--- config.mk ---
export PLATFORM = sky130hd
export DESIGN_NAME = span_light_diminish_shade_top
export DESIGN_NICKNAME = d
export VERILOG_FILES = /design/src/hw/rtl/sld_pkg.sv /design/src/hw/rtl/sld_shade_unit.sv /design/src/hw/rtl/span_light_diminish_shade_top.sv
export SDC_FILE = /design/constraint.sdc
export NUM_CORES = 1
export LEC_CHECK = 0
export BUFFER_PORTS_ARGS = -buffer_cell sky130_fd_sc_hd__clkbuf_2
export CORE_ASPECT_RATIO = 1.5
export CORE_MARGIN = 1.5
export CORE_UTILIZATION = 62
export CTS_CLUSTER_DIAMETER = 200
export DETAILED_ROUTE_END_ITERATION = 8
export PLACE_DENSITY = 0.82
export SLEW_MARGIN = 0
export SYNTH_ARGS = -nofsm -noshare
export SYNTH_HDL_FRONTEND = slang
export SYNTH_SLANG_ARGS = --single-unit
--- constraint.sdc ---
create_clock -name clk -period 10.67 [get_ports clk]
set_clock_uncertainty 0.05 [all_clocks]
set_input_delay 2.134 -clock clk [delete_from_list [all_inputs] [get_ports clk]]
set_output_delay 2.134 -clock clk [all_outputs]
set_load 0.005 [all_outputs]
--- src/hw/rtl/sld_pkg.sv ---
// Shared types and constants for the span light diminishing shader.
// No dependencies; used by sld_shade_unit and span_light_diminish_shade_top.
package sld_pkg;

    // Input command carried in s_tuser
    typedef enum logic [0:0] {
        CMD_SPAN  = 1'b0,
        CMD_PIXEL = 1'b1
    } cmd_t;

    // Configuration register indexes
    localparam logic [0:0] CFG_MODE  = 1'b0;
    localparam logic [0:0] CFG_LEVEL = 1'b1;

    localparam int LEVEL_W  = 8;
    localparam int COLOR_W  = 8;
    localparam int POS_W    = 32;
    localparam int FACTOR_W = 9;   // light factor 8..256

    // 16.16 light constants
    localparam logic [16:0] SHADE_ONE      = 17'd65536;
    localparam logic [33:0] SHADE_BASE     = 34'd131072;
    localparam logic [33:0] SHADE_MAXVIS   = 34'd49152;
    localparam logic [15:0] SHADE_MAXLIGHT = 16'd63488;
    localparam logic [33:0] LEVEL_BIAS     = 34'd12;

    typedef struct packed {
        logic [COLOR_W-1:0] b;
        logic [COLOR_W-1:0] g;
        logic [COLOR_W-1:0] r;
        logic [COLOR_W-1:0] a;
    } color_t;

    typedef struct packed {
        logic               mode;
        logic [LEVEL_W-1:0] level;
    } shade_cfg_t;

endpackage

--- src/hw/rtl/sld_shade_unit.sv ---
// Combinational light factor and color scaling for one pixel.
// Depends on sld_pkg.
module sld_shade_unit
(
    input  sld_pkg::shade_cfg_t       cfg,
    input  logic [sld_pkg::POS_W-1:0] position,
    input  sld_pkg::color_t           color_in,
    output sld_pkg::color_t           color_out
);

    logic        [33:0]                    level_term;
    logic signed [33:0]                    shade;
    logic signed [33:0]                    pos_s;
    logic signed [33:0]                    m;
    logic signed [33:0]                    diff;
    logic        [15:0]                    c;
    logic        [16:0]                    inv;
    logic        [sld_pkg::FACTOR_W-1:0]   l;
    logic        [16:0]                    prod_r;
    logic        [16:0]                    prod_g;
    logic        [16:0]                    prod_b;

    always_comb
    begin
        level_term = ({{(34-sld_pkg::LEVEL_W){1'b0}}, cfg.level} + sld_pkg::LEVEL_BIAS) << 9;
        shade      = $signed(sld_pkg::SHADE_BASE - level_term);
        pos_s      = $signed({{2{position[31]}}, position});
        m          = (pos_s < $signed(sld_pkg::SHADE_MAXVIS)) ? pos_s
                                                              : $signed(sld_pkg::SHADE_MAXVIS);
        diff       = shade - m;
        if (diff < 34'sd0)
        begin
            c = 16'd0;
        end
        else if (diff > $signed({18'd0, sld_pkg::SHADE_MAXLIGHT}))
        begin
            c = sld_pkg::SHADE_MAXLIGHT;
        end
        else
        begin
            c = diff[15:0];
        end
        // c >= 0 keeps the factor at or below 256
        inv = sld_pkg::SHADE_ONE - {1'b0, c};
        l   = inv[16:8];

        prod_r = {1'b0, color_in.r} * l;
        prod_g = {1'b0, color_in.g} * l;
        prod_b = {1'b0, color_in.b} * l;

        color_out.a = color_in.a;
        if (cfg.mode)
        begin
            color_out.r = prod_r[15:8];
            color_out.g = prod_g[15:8];
            color_out.b = prod_b[15:8];
        end
        else
        begin
            color_out.r = color_in.r;
            color_out.g = color_in.g;
            color_out.b = color_in.b;
        end
    end

endmodule

--- src/hw/rtl/span_light_diminish_shade_top.sv ---
// Span light diminishing shader, top level.
// One item per cycle while the result side does not stall; the position accumulate and the 8x9 color
// multiplies sit between the input and result registers.
// Reset (rst_n, async low): mode passthrough, level 255, position and step 0,
// both stages empty. Depends on sld_pkg and sld_shade_unit.
module span_light_diminish_shade_top
(
    input  logic        clk,
    input  logic        rst_n,

    // Slave stream
    input  logic        s_tvalid,
    output logic        s_tready,
    // tdata: light_start[31:0], light_step[63:32], color_a[71:64],
    //        color_r[79:72], color_g[87:80], color_b[95:88]
    input  logic [95:0] s_tdata,
    // tuser: command[0] (0 span start, 1 pixel)
    input  logic [0:0]  s_tuser,

    // Master stream
    output logic        m_tvalid,
    input  logic        m_tready,
    // tdata: out_a[7:0], out_r[15:8], out_g[23:16], out_b[31:24]
    output logic [31:0] m_tdata,

    // Configuration write port
    input  logic        cfg_we,
    input  logic [0:0]  cfg_index,
    input  logic [7:0]  cfg_data
);

    // Configuration registers
    sld_pkg::shade_cfg_t cfg_reg;

    // Span state
    logic [sld_pkg::POS_W-1:0] position_reg;
    logic [sld_pkg::POS_W-1:0] step_reg;

    // Input stage
    logic                      in_valid_reg;
    sld_pkg::cmd_t             in_cmd_reg;
    logic [sld_pkg::POS_W-1:0] in_start_reg;
    logic [sld_pkg::POS_W-1:0] in_step_reg;
    sld_pkg::color_t           in_color_reg;

    // Result stage
    logic                      out_valid_reg;
    sld_pkg::color_t           out_color_reg;

    sld_pkg::color_t           shaded;
    logic                      advance;
    logic                      is_pixel;

    assign is_pixel = (in_cmd_reg == sld_pkg::CMD_PIXEL);
    // A span start never needs the result register, so it retires freely.
    assign advance  = in_valid_reg && (!is_pixel || !out_valid_reg || m_tready);
    assign s_tready = !in_valid_reg || advance;

    assign m_tvalid = out_valid_reg;
    assign m_tdata  = out_color_reg;

    sld_shade_unit u_shade
    (
        .cfg       (cfg_reg),
        .position  (position_reg),
        .color_in  (in_color_reg),
        .color_out (shaded)
    );

    // Config writes are to arrive only while idle; the block itself does not enforce this
    always_ff @(posedge clk or negedge rst_n)
    begin
        if (!rst_n)
        begin
            cfg_reg.mode  <= 1'b0;
            cfg_reg.level <= 8'd255;
        end
        else if (cfg_we)
        begin
            case (cfg_index)
                sld_pkg::CFG_MODE:  cfg_reg.mode  <= cfg_data[0];
                sld_pkg::CFG_LEVEL: cfg_reg.level <= cfg_data;
                default:            cfg_reg       <= cfg_reg;
            endcase
        end
    end

    // Input register: takes a transfer whenever it is empty or draining
    always_ff @(posedge clk or negedge rst_n)
    begin
        if (!rst_n)
        begin
            in_valid_reg <= 1'b0;
        end
        else if (s_tready)
        begin
            in_valid_reg <= s_tvalid;
        end
    end

    always_ff @(posedge clk)
    begin
        if (s_tready && s_tvalid)
        begin
            in_cmd_reg   <= sld_pkg::cmd_t'(s_tuser[0]);
            in_start_reg <= s_tdata[31:0];
            in_step_reg  <= s_tdata[63:32];
            in_color_reg <= s_tdata[95:64];
        end
    end

    // Span state: a span start loads, every pixel advances by the step
    always_ff @(posedge clk or negedge rst_n)
    begin
        if (!rst_n)
        begin
            position_reg <= '0;
            step_reg     <= '0;
        end
        else if (advance)
        begin
            if (is_pixel)
            begin
                position_reg <= position_reg + step_reg;
            end
            else
            begin
                position_reg <= in_start_reg;
                step_reg     <= in_step_reg;
            end
        end
    end

    // Result register
    always_ff @(posedge clk or negedge rst_n)
    begin
        if (!rst_n)
        begin
            out_valid_reg <= 1'b0;
        end
        else if (advance && is_pixel)
        begin
            out_valid_reg <= 1'b1;
        end
        else if (m_tready)
        begin
            out_valid_reg <= 1'b0;
        end
    end

    always_ff @(posedge clk)
    begin
        if (advance && is_pixel)
        begin
            out_color_reg <= shaded;
        end
    end

endmodule

After elaboration in Yosys (flattened, before gate mapping). Cells that the tools add are included.

Register bits after elaboration: 204. Input bits: 111. Logic and storage cells: 50.

Add/sub/neg operators: 5. Multiply operators: 3. Order comparisons: 3. Multiplexer cells: 7. Bitwise logic cells: 2. Reductions and logical operators: 13.

Operators with widths (count): $mul A8 B9 Y16 (3); $gt A34 B17 Y1 const B (1); $lt A34 B1 Y1 const B (1); $mux W34 (1); $sub A18 B34 Y34 const A (1); $sub A34 B34 Y34 (1); $add A32 B32 Y32 (1); $lt A32 B17 Y1 const B (1); $mux W16 (2); $mux W32 (1); $mux W24 (1); $sub A17 B16 Y17 const A (1); $add A8 B4 Y9 const B (1); $reduce_and A2 Y1 (3); $logic_and A1 B1 Y1 (3); $logic_not A1 Y1 (3); $logic_or A1 B1 Y1 (3); $mux W1 (2); $not A1 Y1 (2); $reduce_bool A2 Y1 (1).

Longest topological paths before layout. Gate-level depths: netlist (run 1).

Depth in word-level cells: 9. Depth in mapped cells: 43.

Hierarchy. A second synthesis (run 1) with hierarchy kept.

Cell total of the unflattened synthesis: 1809. Area total of the unflattened synthesis: 18032.3 um2.

Modules (own cells, without submodules): sld_shade_unit (times used 1, cells each 1198, area each 9290.2 um2, sequential area each 0.0 um2); span_light_diminish_shade_top (times used 1, cells each 611, area each 8742.1 um2, sequential area each 5760.5 um2).

Least setup slack after synthesis (run 1). Ideal clock, no wire load.

Kind: register to register. From: reg position_reg[28] (netlist name). To: reg out_color_reg, in the netlist m_tdata[15], data pin. Setup time: 0.259 ns. Arrival: 8.806 ns. Slack: 1.555 ns. Cell stages (with the launch flop): 40. Path buffers: 5. Period minus slack after synthesis: 9.115 ns. Cell sequence: dfrtp_1 -> nor4_1 -> and3_1 -> nand3_1 -> ha_1 -> clkbuf_1 -> clkbuf_1 -> nand2b_1 -> ha_1 -> ha_1 -> buf_6 -> and4_1 -> nand4_1 -> a211o_1 -> a31oi_1 -> nand2_1 -> a21bo_1 -> a311o_1 -> (+4 left out) -> clkbuf_1 -> and2_1 -> fa_1 -> fa_1 -> fa_1 -> inv_1 -> fa_1 -> inv_1 -> ha_1 -> a21o_1 -> a21o_1 -> a21oi_1 -> o211ai_1 -> or3_1 -> nand3_1 -> a311oi_2 -> and3_1 -> a211o_1.

RTL lines: start, declared (RTL line span_light_diminish_shade_top.sv:36) `logic [sld_pkg::POS_W-1:0] position_reg;`; start signal, assigned (RTL line span_light_diminish_shade_top.sv:124) `position_reg <= position_reg + step_reg;`; start signal, assigned (RTL line span_light_diminish_shade_top.sv:128) `position_reg <= in_start_reg;`; end signal, assigned (RTL line span_light_diminish_shade_top.sv:155) `out_color_reg <= shaded;`; end, declared (RTL line span_light_diminish_shade_top.sv:48) `sld_pkg::color_t out_color_reg;`.

==> reports/results.tsv, run 1 <==
stage	metric	value	unit
synth	Post-Syn Nets	2261	
power_and_ir_drop	Reg power frac	0.187	
global_route	grt ovf	0	
clocking	clk_lat worst skew	520	ps
sta	Pins Over Slew Limit	0	
sta	# setup viols final	0	
drt	vias	14254	
critical_path	R2R cell count	36	
synth	synthesized area	0.01857	mm^2
synth	largest family of logic cells by synthesized area	adder cells	
synth	post-synth top area cell	edfxtp_1	
critical_path	CP max-delay cell	fa_1	
sta	setup TNS	0	ps
drt	vias per cell	5.982	
synth	top cells by area, synth	edfxtp_1 21%, fa_1 13%, ha_1 12%	
synth	Synth Flop Type	edfxtp_1	
floorplanning	die area	0.03102	mm^2
drt	Post-DRT Antenna Nets	0	
clocking	Hold Buf Count CTS	0	
synth	Post-Synth Simple-Gate Area	0.1716	
critical_path	crit start category	register	
sta	min Tclk post-route	9959	ps
synth	sequential fraction of the synthesis area	0.3102	
placed_design	DP Wirelength	34.29	mm
sta	Worst slew margin	0.2905	
synth	Unique masters post-synth	100	
finish	nets	2377	
synth	Post-synth EDFFs	129	
finish	Layout fillers	2242	
synth	post-synth top area share	0.2086	
synth	mux cell area share after synthesis	0.04825	
floorplanning	io pins	145	
synth	Synth Area in Compound Gates	0.1243	
synth	syn_area_per_cell	9.993	um^2
floorplanning	Die W	144.3	um
synth	FFs w/ async S/R, synth	0.3676	
power_and_ir_drop	Gate power share	0.693	
finish	FF+latch area	0.005761	mm^2
placed_design	Final Wtd Congestion	0.9442	
global_route	first-pass GRT wire length	73.46	mm
finish	fraction of layout cells with a size suffix above 1	0.1585	
global_route	GRT Overall Usage	0.3005	
power_and_ir_drop	Pwr per Cell Area	292.3	mW/mm^2
power_and_ir_drop	Pleak	9.481	nW
finish	n_diodes	0	
power_and_ir_drop	Power Internal	2.993	mW
drt	drt first pass iters	5	
finish	footprint of the multi-input gates	0.01164	mm^2
drt	Routed wire per std cell	18.65	um
clocking	Root Buffer Master	clkbuf_16	
power_and_ir_drop	NetSw	2.932	mW
critical_path	Most Frequent Cell on Critical Path	fa_1	
status	status	finished clean	
global_route	largest net degree at the start of global routing	76	
flow_run	number of max-cap violations	0	
global_route	vias in the first global route	15394	
sta	Hold Fails Final Rpt	0	
floorplanning	Core Box Area	0.02948	mm^2
critical_path	Critical Path RT	10890	ps
power_and_ir_drop	Clock Power Share	0.120	
critical_path	CP Data Arrival Time	10180	ps
min_path	Hold Crit Depth	0	
finish	area grow syn2layout	9.151	%
clocking	Sink Count	204	
clocking	CTS tree	built	
sta	Worst-Margin Slew	1037	ps
clocking	CTS clk-pin slew, worst paths	60	ps
sta	Final Cycle Share	0.9334	
power_and_ir_drop	VDD IR max	0.1954	mV
synth	post-synthesis xor/xnor area fraction	0.03585	
sta	RSZ-0062 raised after global routing	no	
synth	number of synthesis warnings	0	
clocking	H-Tree Depth	1	
clocking	CTS max path bufs	3	
critical_path	Critical Path End Type	register	
floorplanning	Initial Util	0.6298	
drt	DRC errors left	0	
global_route	initial antenna violation count	0	
critical_path	max incr delay on CP	550	ps
synth	Synth Area in Adders	0.2457	
synth	Yosys reg bits	204	
synth	cells after synthesis	1858	
power_and_ir_drop	Pwr Total	5.924	mW
sta	max frequency	100.4	MHz
power_and_ir_drop	sw frac	0.4949	
drt	initial DRC count	769	
floorplanning	die height	214.9	um
critical_path	WS Path Type	register to register	
clocking	TritonCTS buffer count	20	
floorplanning	Row Count	77	
min_path	type of the worst min-delay path	register to register	
critical_path	crit-path max FO	20	
drt	total wire length	44.45	mm
placed_design	number of port buffers	144	
[cells in the mapped netlist (18+ instances only)]
cell type	instances
edfxtp_1	129
nand3_1	18
ha_1	171
nor2_1	66
nand2b_1	37
nand4_1	25
o21a_1	21
and3_1	26
mux2_2	52
clkbuf_1	28
inv_1	210
and2_1	147
a21oi_1	82
nor3_1	28
mux2i_1	31
a21o_1	26
nand2_1	151
o21ai_0	75
xor2_1	21
dfrtp_1	67
fa_1	121
xnor2_1	55
[what timing repair did]
item                                    CTS  global route
buffers inserted                          0             0
endpoints found under the setup margin    0            17
gates resized for setup                   0             4
[metal layers]
metal / vias up / GRT usage / share of wire
met1: 6925 / 0.3131 / 0.35
met4: 0 / 0.1956 / 0.072
met2: 462 / 0.5459 / 0.52
met5: - / 0 / 0
met3: 203 / 0.04880 / 0.052
li1: 6664 / - / -
[through the flow]
stage | utilization | setup slack [ps] | hold slack [ps] | instances | cell area (um^2)
2_1_floorplan | - | 1555 | 350.3 | 1858 | 18570
3_3_place_gp | 0.6644 | 716.9 | 350.5 | 2347 | 19590
3_5_place_dp | 0.6644 | 476.9 | 356.1 | 2347 | 19590
4_1_cts | 0.6867 | 432.9 | 371.6 | 2383 | 20250
5_1_grt | 0.6875 | 70.37 | 376.5 | 2383 | 20270
6_report | 0.6875 | 710.8 | 370.0 | 2383 | 20270
[worst paths after layout]
kind	start	endpoint	slack [ps]
max	position_reg[24]$_DFFE_PN0P_	m_tdata[21]$_DFFE_PP_	710
max in group asynchronous	rst_n	step_reg[4]$_DFFE_PN0P_	8210
min reg2reg	in_color_reg[5]$_DFFE_PP_	m_tdata[5]$_DFFE_PP_	370
min	in_color_reg[5]$_DFFE_PP_	m_tdata[5]$_DFFE_PP_	370
min in group asynchronous	rst_n	position_reg[24]$_DFFE_PN0P_	1700
max reg2reg	position_reg[24]$_DFFE_PN0P_	m_tdata[21]$_DFFE_PP_	710
[placed cells by master (no fill, tap or decap), types with 25 or more instances in the layout]
| cell type | count |
|---|---|
| a21o_1 | 26 |
| a21oi_1 | 82 |
| and2_1 | 146 |
| and3_1 | 26 |
| clkbuf_2 | 143 |
| dfrtp_1 | 67 |
| edfxtp_1 | 129 |
| fa_1 | 121 |
| ha_1 | 170 |
| inv_1 | 210 |
| mux2_2 | 52 |
| mux2i_1 | 31 |
| nand2_1 | 150 |
| nand2b_1 | 37 |
| nand4_1 | 25 |
| nor2_1 | 66 |
| nor3_1 | 28 |
| o21ai_0 | 75 |
| xnor2_1 | 55 |
[cells by family after synthesis]
group | Yosys count
flops | 204
mux | 83
simple gates | 583
compound gates | 337
buf+inv | 283
xor+xnor | 76
fa+ha+maj | 292
[worst max-delay path: cells and delay by family (launching register included)]
family                   cells  cell delay [ps]
adder cells (fa/ha/maj)      8             3450
AND/OR/NAND/NOR             15             3070
AO/OA/AOI/OAI                7             1880
flip-flops                   1              430
buffers and inverters        4              410
multiplexers                 1              260
XOR/XNOR                     1              140
[layout make-up]
type / count / area share
Clock buffer: 27 / 0.02858
Clock inverter: 9 / 0.003889
Inverter: 210 / 0.03889
Multi-Input combinational cell: 1371 / 0.5746
Sequential cell: 204 / 0.2842
Tap cell: 395 / 0.02439
Timing Repair Buffer: 167 / 0.04544
[power groups by stage]
stage / clock network, mW / logic, mW / registers (mW)
5_1_grt: 0.755 / 4.56 / 1.12
2_1_floorplan: 0 / 3.19 / 1.07
4_1_cts: 0.726 / 4.05 / 1.10
3_5_place_dp: 0 / 4.01 / 1.12
3_3_place_gp: 0 / 3.90 / 1.11
6_report: 0.709 / 4.11 / 1.11
No activity file was read; power rests on OpenSTA's default activity.
==> run 2: changes to the inputs <==
--- a/config.mk
+++ b/config.mk
@@ -6,12 +6,15 @@
 export NUM_CORES = 1
 export LEC_CHECK = 0
 export BUFFER_PORTS_ARGS = -buffer_cell sky130_fd_sc_hd__clkbuf_2
+export CELL_PAD_IN_SITES_DETAIL_PLACEMENT = 0
+export CELL_PAD_IN_SITES_GLOBAL_PLACEMENT = 1
 export CORE_ASPECT_RATIO = 1.5
 export CORE_MARGIN = 1.5
-export CORE_UTILIZATION = 62
+export CORE_UTILIZATION = 49
 export CTS_CLUSTER_DIAMETER = 200
 export DETAILED_ROUTE_END_ITERATION = 8
-export PLACE_DENSITY = 0.82
+export PLACE_DENSITY_LB_ADDON = 0.1
+export REMOVE_ABC_BUFFERS = 1
 export SLEW_MARGIN = 0
 export SYNTH_ARGS = -nofsm -noshare
 export SYNTH_HDL_FRONTEND = slang
==> reports/results.tsv, run 2 (synthesis gave the netlist of run 1 again) <==
stage	metric	value	unit	change
status	status	finished clean		
clocking	CTS tree	built		
clocking	TritonCTS buffer count	21		+5.0%
finish	fraction of layout cells with a size suffix above 1	0.1648		+0.006302
clocking	H-Tree Depth	1		unchanged
critical_path	Critical Path End Type	register		
power_and_ir_drop	Pwr per Cell Area	289.8	mW/mm^2	-0.87%
critical_path	Critical Path RT	10910	ps	+20 ps
sta	Worst slew margin	0.2148		-0.07566
finish	commonest cells after routing, fill and taps aside	210 x inv_1, 170 x ha_1, 150 x nand2_1		
floorplanning	Die W	161.9	um	+12%
drt	Routed wire per std cell	17.97	um	-3.7%
critical_path	crit-path max FO	23		+15%
global_route	GRT busiest layer	met2		
finish	nets	2391		+0.59%
finish	Non-Filler Instances	2492		+4.6%
placed_design	Placed Cells	2453		+4.5%
critical_path	Most Frequent Cell on Critical Path	fa_1		
finish	most common cell after layout, fill and taps aside	inv_1		
critical_path	WS Path Type	register to register		
critical_path	max incr delay on CP	550	ps	about the same
floorplanning	Core Box Area	0.03745	mm^2	+27%
floorplanning	io pins	145		unchanged
placed_design	number of port buffers	144		unchanged
drt	DRC errors left	0		unchanged
clocking	clk_lat worst skew	540	ps	+20 ps
drt	total wire length	44.78	mm	+0.73%
flow_run	number of max-cap violations	0		unchanged
clocking	CTS clk-pin slew, worst paths	60	ps	about the same
sta	# setup viols final	0		unchanged
sta	Pins Over Slew Limit	0		unchanged
floorplanning	die height	241.4	um	+12%
sta	min Tclk post-route	10030	ps	+66.30 ps
critical_path	CP max-delay cell	fa_1		
global_route	GRT Overall Usage	0.2349		-0.06560
clocking	CTS max path bufs	3		unchanged
floorplanning	Initial Util	0.4959		-0.1340
sta	Worst-Margin Slew	1148	ps	+110.6 ps
global_route	first-pass GRT wire length	72.69	mm	-1.1%
global_route	largest net degree at the start of global routing	61		-20%
min_path	type of the worst min-delay path	register to register		
critical_path	CP Data Arrival Time	10260	ps	+80 ps
placed_design	DP Wirelength	35.50	mm	+3.5%
drt	vias	13687		-4.0%
clocking	Root Buffer Master	clkbuf_16		
power_and_ir_drop	Pleak	9.584	nW	+1.1%
sta	setup TNS	0	ps	unchanged
finish	Layout fillers	3440		+53%
sta	Hold Fails Final Rpt	0		unchanged
placed_design	Final Wtd Congestion	0.9048		-4.2%
critical_path	crit start category	register		
drt	drt first pass iters	4		-1
sta	Final Cycle Share	0.9396		+0.006214
power_and_ir_drop	VDD IR max	0.1840	mV	-5.8%
floorplanning	die area	0.03909	mm^2	+26%
sta	max frequency	99.75	MHz	-0.66%
global_route	initial antenna violation count	0		unchanged
global_route	grt ovf	0		unchanged
clocking	Hold Buf Count CTS	0		unchanged
finish	n_diodes	0		unchanged
finish	area grow syn2layout	10.77	%	
global_route	vias in the first global route	14370		-6.7%
drt	initial DRC count	554		-28%
floorplanning	Row Count	87		+13%
global_route	GR Util met3	0.02209		-0.02671
global_route	global routing met2 resource utilization	0.4756		-0.07032
drt	vias per cell	5.492		-8.2%
clocking	Sink Count	204		unchanged
drt	Post-DRT Antenna Nets	0		unchanged
global_route	grt met1 use	0.2512		-0.06191
## run 2: changes by cell type in the layout (fill, tap and decap cells not counted), moves of 2 or more
cell,previous run,this run
buf_4,22,33
bufinv_16,1,3
clkinvlp_4,3,1
inv_4,0,2
## run 2: layout make-up
cell class | instances | area (um^2) | share of cell area
tap | 489 | 611.8 | 0.02975
inverter | 210 | 788.3 | 0.03833
sequential | 204 | 5761 | 0.2801
clock inverter | 12 | 143.9 | 0.006996
multi-input combinational | 1371 | 11670 | 0.5673
timing repair buffer | 180 | 1031 | 0.05013
clock buffer | 26 | 564.3 | 0.02744
## run 2: final timing paths
check	endpoint	slack, ps	start	depth (start not counted)
max	m_tdata[13]$_DFFE_PP_	640	position_reg[24]$_DFFE_PN0P_	36
min	m_tdata[1]$_DFFE_PP_	370	in_color_reg[1]$_DFFE_PP_	0
max reg2reg	m_tdata[13]$_DFFE_PP_	640	position_reg[24]$_DFFE_PN0P_	36
min reg2reg	m_tdata[1]$_DFFE_PP_	370	in_color_reg[1]$_DFFE_PP_	0
max in group asynchronous	step_reg[10]$_DFFE_PN0P_	8080	rst_n	2
min in group asynchronous	position_reg[27]$_DFFE_PN0P_	1400	rst_n	1
## run 2: timing repair
action                     CTS  global route
gates resized for setup      0             6
buffers inserted             0             1
setup endpoints to repair    0            21
## run 2: layer usage
| layer | vias to the layer above | routed length, um |
|---|---|---|
| met2 | 231 | 25050 |
| met5 | - | 0 |
| met4 | 0 | 1335 |
| met1 | 6677 | 17050 |
| li1 | 6697 | - |
| met3 | 82 | 1350 |
## run 2: critical path: cells and delay by family (launching register included)
family	cells	cell delay (ps)
adder cells (fa/ha/maj)	8	3500
flip-flops	1	430
AND/OR/NAND/NOR	16	3210
buffers and inverters	4	440
multiplexers	1	260
AO/OA/AOI/OAI	6	1720
XOR/XNOR	1	140
## run 2: power by group
part	switching (mW)	internal [mW]
registers	0.119	0.988
logic	2.44	1.64
clock network	0.319	0.450
total	2.88	3.08
## run 2: stage by stage
step	setup WS, ps	power, mW	hold WS, ps	util	area (um^2)
after floorplan	1350	4.132	350.3	-	18170
after global placement	243.5	5.161	351.1	0.5291	19810
after detailed placement	144.4	5.185	354.5	0.5291	19810
after CTS	108.9	5.993	367.1	0.5480	20520
after global routing	-21.41	6.543	377.6	0.5493	20570
final	644.5	5.960	368.1	0.5493	20570
==> run 3: changes to the inputs <==
--- a/config.mk
+++ b/config.mk
@@ -5,7 +5,7 @@
 export SDC_FILE = /design/constraint.sdc
 export NUM_CORES = 1
 export LEC_CHECK = 0
-export BUFFER_PORTS_ARGS = -buffer_cell sky130_fd_sc_hd__clkbuf_2
+export BUFFER_PORTS_ARGS = -buffer_cell sky130_fd_sc_hd__buf_2
 export CELL_PAD_IN_SITES_DETAIL_PLACEMENT = 0
 export CELL_PAD_IN_SITES_GLOBAL_PLACEMENT = 1
 export CORE_ASPECT_RATIO = 1.5
==> reports/results.tsv, run 3 (synthesis gave the netlist of run 1 again) <==
stage	metric	value	unit	change
global_route	largest net degree at the start of global routing	61		unchanged
global_route	initial antenna violation count	0		unchanged
finish	fraction of layout cells with a size suffix above 1	0.1642		-0.0005812
finish	Layout fillers	3425		-0.44%
floorplanning	Die W	161.9	um	unchanged
critical_path	Critical Path RT	10880	ps	-30 ps
clocking	CTS clk-pin slew, worst paths	70	ps	about the same
clocking	H-Tree Depth	1		unchanged
power_and_ir_drop	Power Internal	3.009	mW	-2.4%
finish	Non-Filler Instances	2493		+0.040%
drt	Post-DRT Antenna Nets	0		unchanged
clocking	TritonCTS buffer count	21		unchanged
min_path	type of the worst min-delay path	register to register		
floorplanning	Initial Util	0.4959		unchanged
floorplanning	Core Box Area	0.03745	mm^2	unchanged
sta	Setup WS post-layout	723.1	ps	+78.61 ps
global_route	GRT busiest layer	met2		
global_route	GR Util met3	0.02363		+0.001541
sta	RSZ-0062 raised after global routing	no		
drt	vias	13743		+0.41%
critical_path	crit path launch	position_reg[24]$_DFFE_PN0P_		
flow_run	number of max-cap violations	0		unchanged
critical_path	max incr delay on CP	520	ps	-30 ps
floorplanning	die area	0.03909	mm^2	unchanged
global_route	grt ovf	0		unchanged
drt	initial DRC count	514		-7.2%
sta	Final Cycle Share	0.9322		-0.007367
finish	final instance area	0.02048	mm^2	-0.43%
power_and_ir_drop	sw frac	0.4922		+0.009466
sta	min Tclk post-route	9947	ps	-78.61 ps
sta	max frequency	100.5	MHz	+0.79%
status	status	finished clean		
placed_design	DP Wirelength	35.90	mm	+1.1%
drt	DRC errors left	0		unchanged
global_route	global routing met2 resource utilization	0.4702		-0.005462
global_route	first-pass GRT wire length	73.15	mm	+0.63%
floorplanning	die height	241.4	um	unchanged
critical_path	CP max-delay cell	fa_1		
min_path	launch point of the worst hold path	in_color_reg[7]$_DFFE_PP_		
finish	commonest cells after routing, fill and taps aside	210 x inv_1, 170 x ha_1, 151 x nand2_1		
critical_path	crit start category	register		
power_and_ir_drop	Pwr Total	5.926	mW	-0.56%
finish	nets	2392		+0.042%
power_and_ir_drop	NetSw	2.917	mW	+1.4%
power_and_ir_drop	Reg power frac	0.187		about the same
power_and_ir_drop	VDD IR max	0.1665	mV	-9.5%
finish	n_diodes	0		unchanged
power_and_ir_drop	Gate power share	0.694		+0.009
drt	drt first pass iters	4		unchanged
power_and_ir_drop	Pleak	9.521	nW	-0.66%
global_route	GRT Overall Usage	0.2382		+0.003287
sta	# setup viols final	0		unchanged
critical_path	WS Path Type	register to register		
clocking	Sink Count	204		unchanged
critical_path	CP Data Arrival Time	10150	ps	-110 ps
clocking	CTS tree	built		
drt	vias per cell	5.513		+0.37%
clocking	Hold Buf Count CTS	0		unchanged
drt	total wire length	45.32	mm	+1.2%
critical_path	Most Frequent Cell on Critical Path	fa_1		
critical_path	worst r2r src	position_reg[24]$_DFFE_PN0P_		
critical_path	Critical Path End Type	register		
sta	Worst slew margin	0.2588		+0.04399
finish	most common cell after layout, fill and taps aside	inv_1		
floorplanning	io pins	145		unchanged
critical_path	R2R cell count	35		-2.8%
sta	Hold Fails Final Rpt	0		unchanged
placed_design	dpl ws	342.3	ps	+197.8 ps
floorplanning	Row Count	87		unchanged
finish	post-layout util	0.5469		-0.002339
critical_path	crit-path max FO	27		+17%
placed_design	Placed Cells	2455		+0.082%
global_route	grt met1 use	0.2626		+0.01142
placed_design	number of port buffers	144		unchanged
sta	setup TNS	0	ps	unchanged
drt	Routed wire per std cell	18.18	um	+1.2%
power_and_ir_drop	Pwr per Cell Area	289.4	mW/mm^2	-0.13%
sta	Worst-Margin Slew	1084	ps	-64.32 ps
min_path	Hold Crit Depth	0		unchanged
finish	area grow syn2layout	10.30	%	
sta	Pins Over Slew Limit	0		unchanged
placed_design	Area after DPL	0.01982	mm^2	about the same
clocking	CTS max path bufs	3		unchanged
global_route	vias in the first global route	14280		-0.63%
clocking	Root Buffer Master	clkbuf_16		
power_and_ir_drop	Clock Power Share	0.119		-0.010
sta	WHS	367.6	ps	-0.5720 ps
placed_design	Final Wtd Congestion	0.9054		about the same
clocking	clk_lat worst skew	540	ps	about the same
[run 3: path summary, 6_finish.rpt]
check	to	slack (ps)
max in group asynchronous	position_reg[8]$_DFFE_PN0P_	8070
min in group asynchronous	step_reg[24]$_DFFE_PN0P_	1400
worst min-delay path	m_tdata[7]$_DFFE_PP_	370
worst max register to register	m_tdata[31]$_DFFE_PP_	720
worst max-delay path	m_tdata[31]$_DFFE_PP_	720
worst min register to register	m_tdata[7]$_DFFE_PP_	370
[run 3: layout make-up]
cell class | count | area (um^2) | area share
Inverter | 210 | 788.3 | 0.03849
Multi-Input combinational cell | 1371 | 11650 | 0.5690
Clock buffer | 27 | 569.3 | 0.02780
Sequential cell | 204 | 5761 | 0.2813
Timing Repair Buffer | 181 | 1026 | 0.05010
Clock inverter | 11 | 71.32 | 0.003482
Tap cell | 489 | 611.8 | 0.02988
[run 3: per-layer routing]
metal,vias up,part of all wire
met5,-,0
met3,79,0.028
li1,6703,-
met2,221,0.56
met4,0,0.033
met1,6740,0.38
[run 3: repair_timing]
action | in CTS | in global routing
resized for setup | 0 | 3
endpoints found under the hold margin | 0 | 0
endpoints found under the setup margin | 0 | 19
buffers inserted | 0 | 0
[run 3: worst max-delay path, delay by kind of cell, from the launching register on]
| kind | cells | cell delay [ps] |
|---|---|---|
| and+or+nand+nor | 17 | 3470 |
| AOI/OAI and AO/OA | 6 | 1500 |
| muxes | 1 | 230 |
| buffers and inverters | 3 | 490 |
| DFF | 1 | 440 |
| adders and majority gates | 8 | 3480 |
[run 3: power by group through the flow]
| stage | sequential [mW] | clock, mW | combinational [mW] |
|---|---|---|---|
| floorplan | 1.08 | 0 | 3.05 |
| global placement | 1.12 | 0 | 4.07 |
| detailed placement | 1.13 | 0 | 4.10 |
| CTS | 1.11 | 0.731 | 4.12 |
| global route | 1.13 | 0.755 | 4.62 |
| finish | 1.11 | 0.706 | 4.11 |
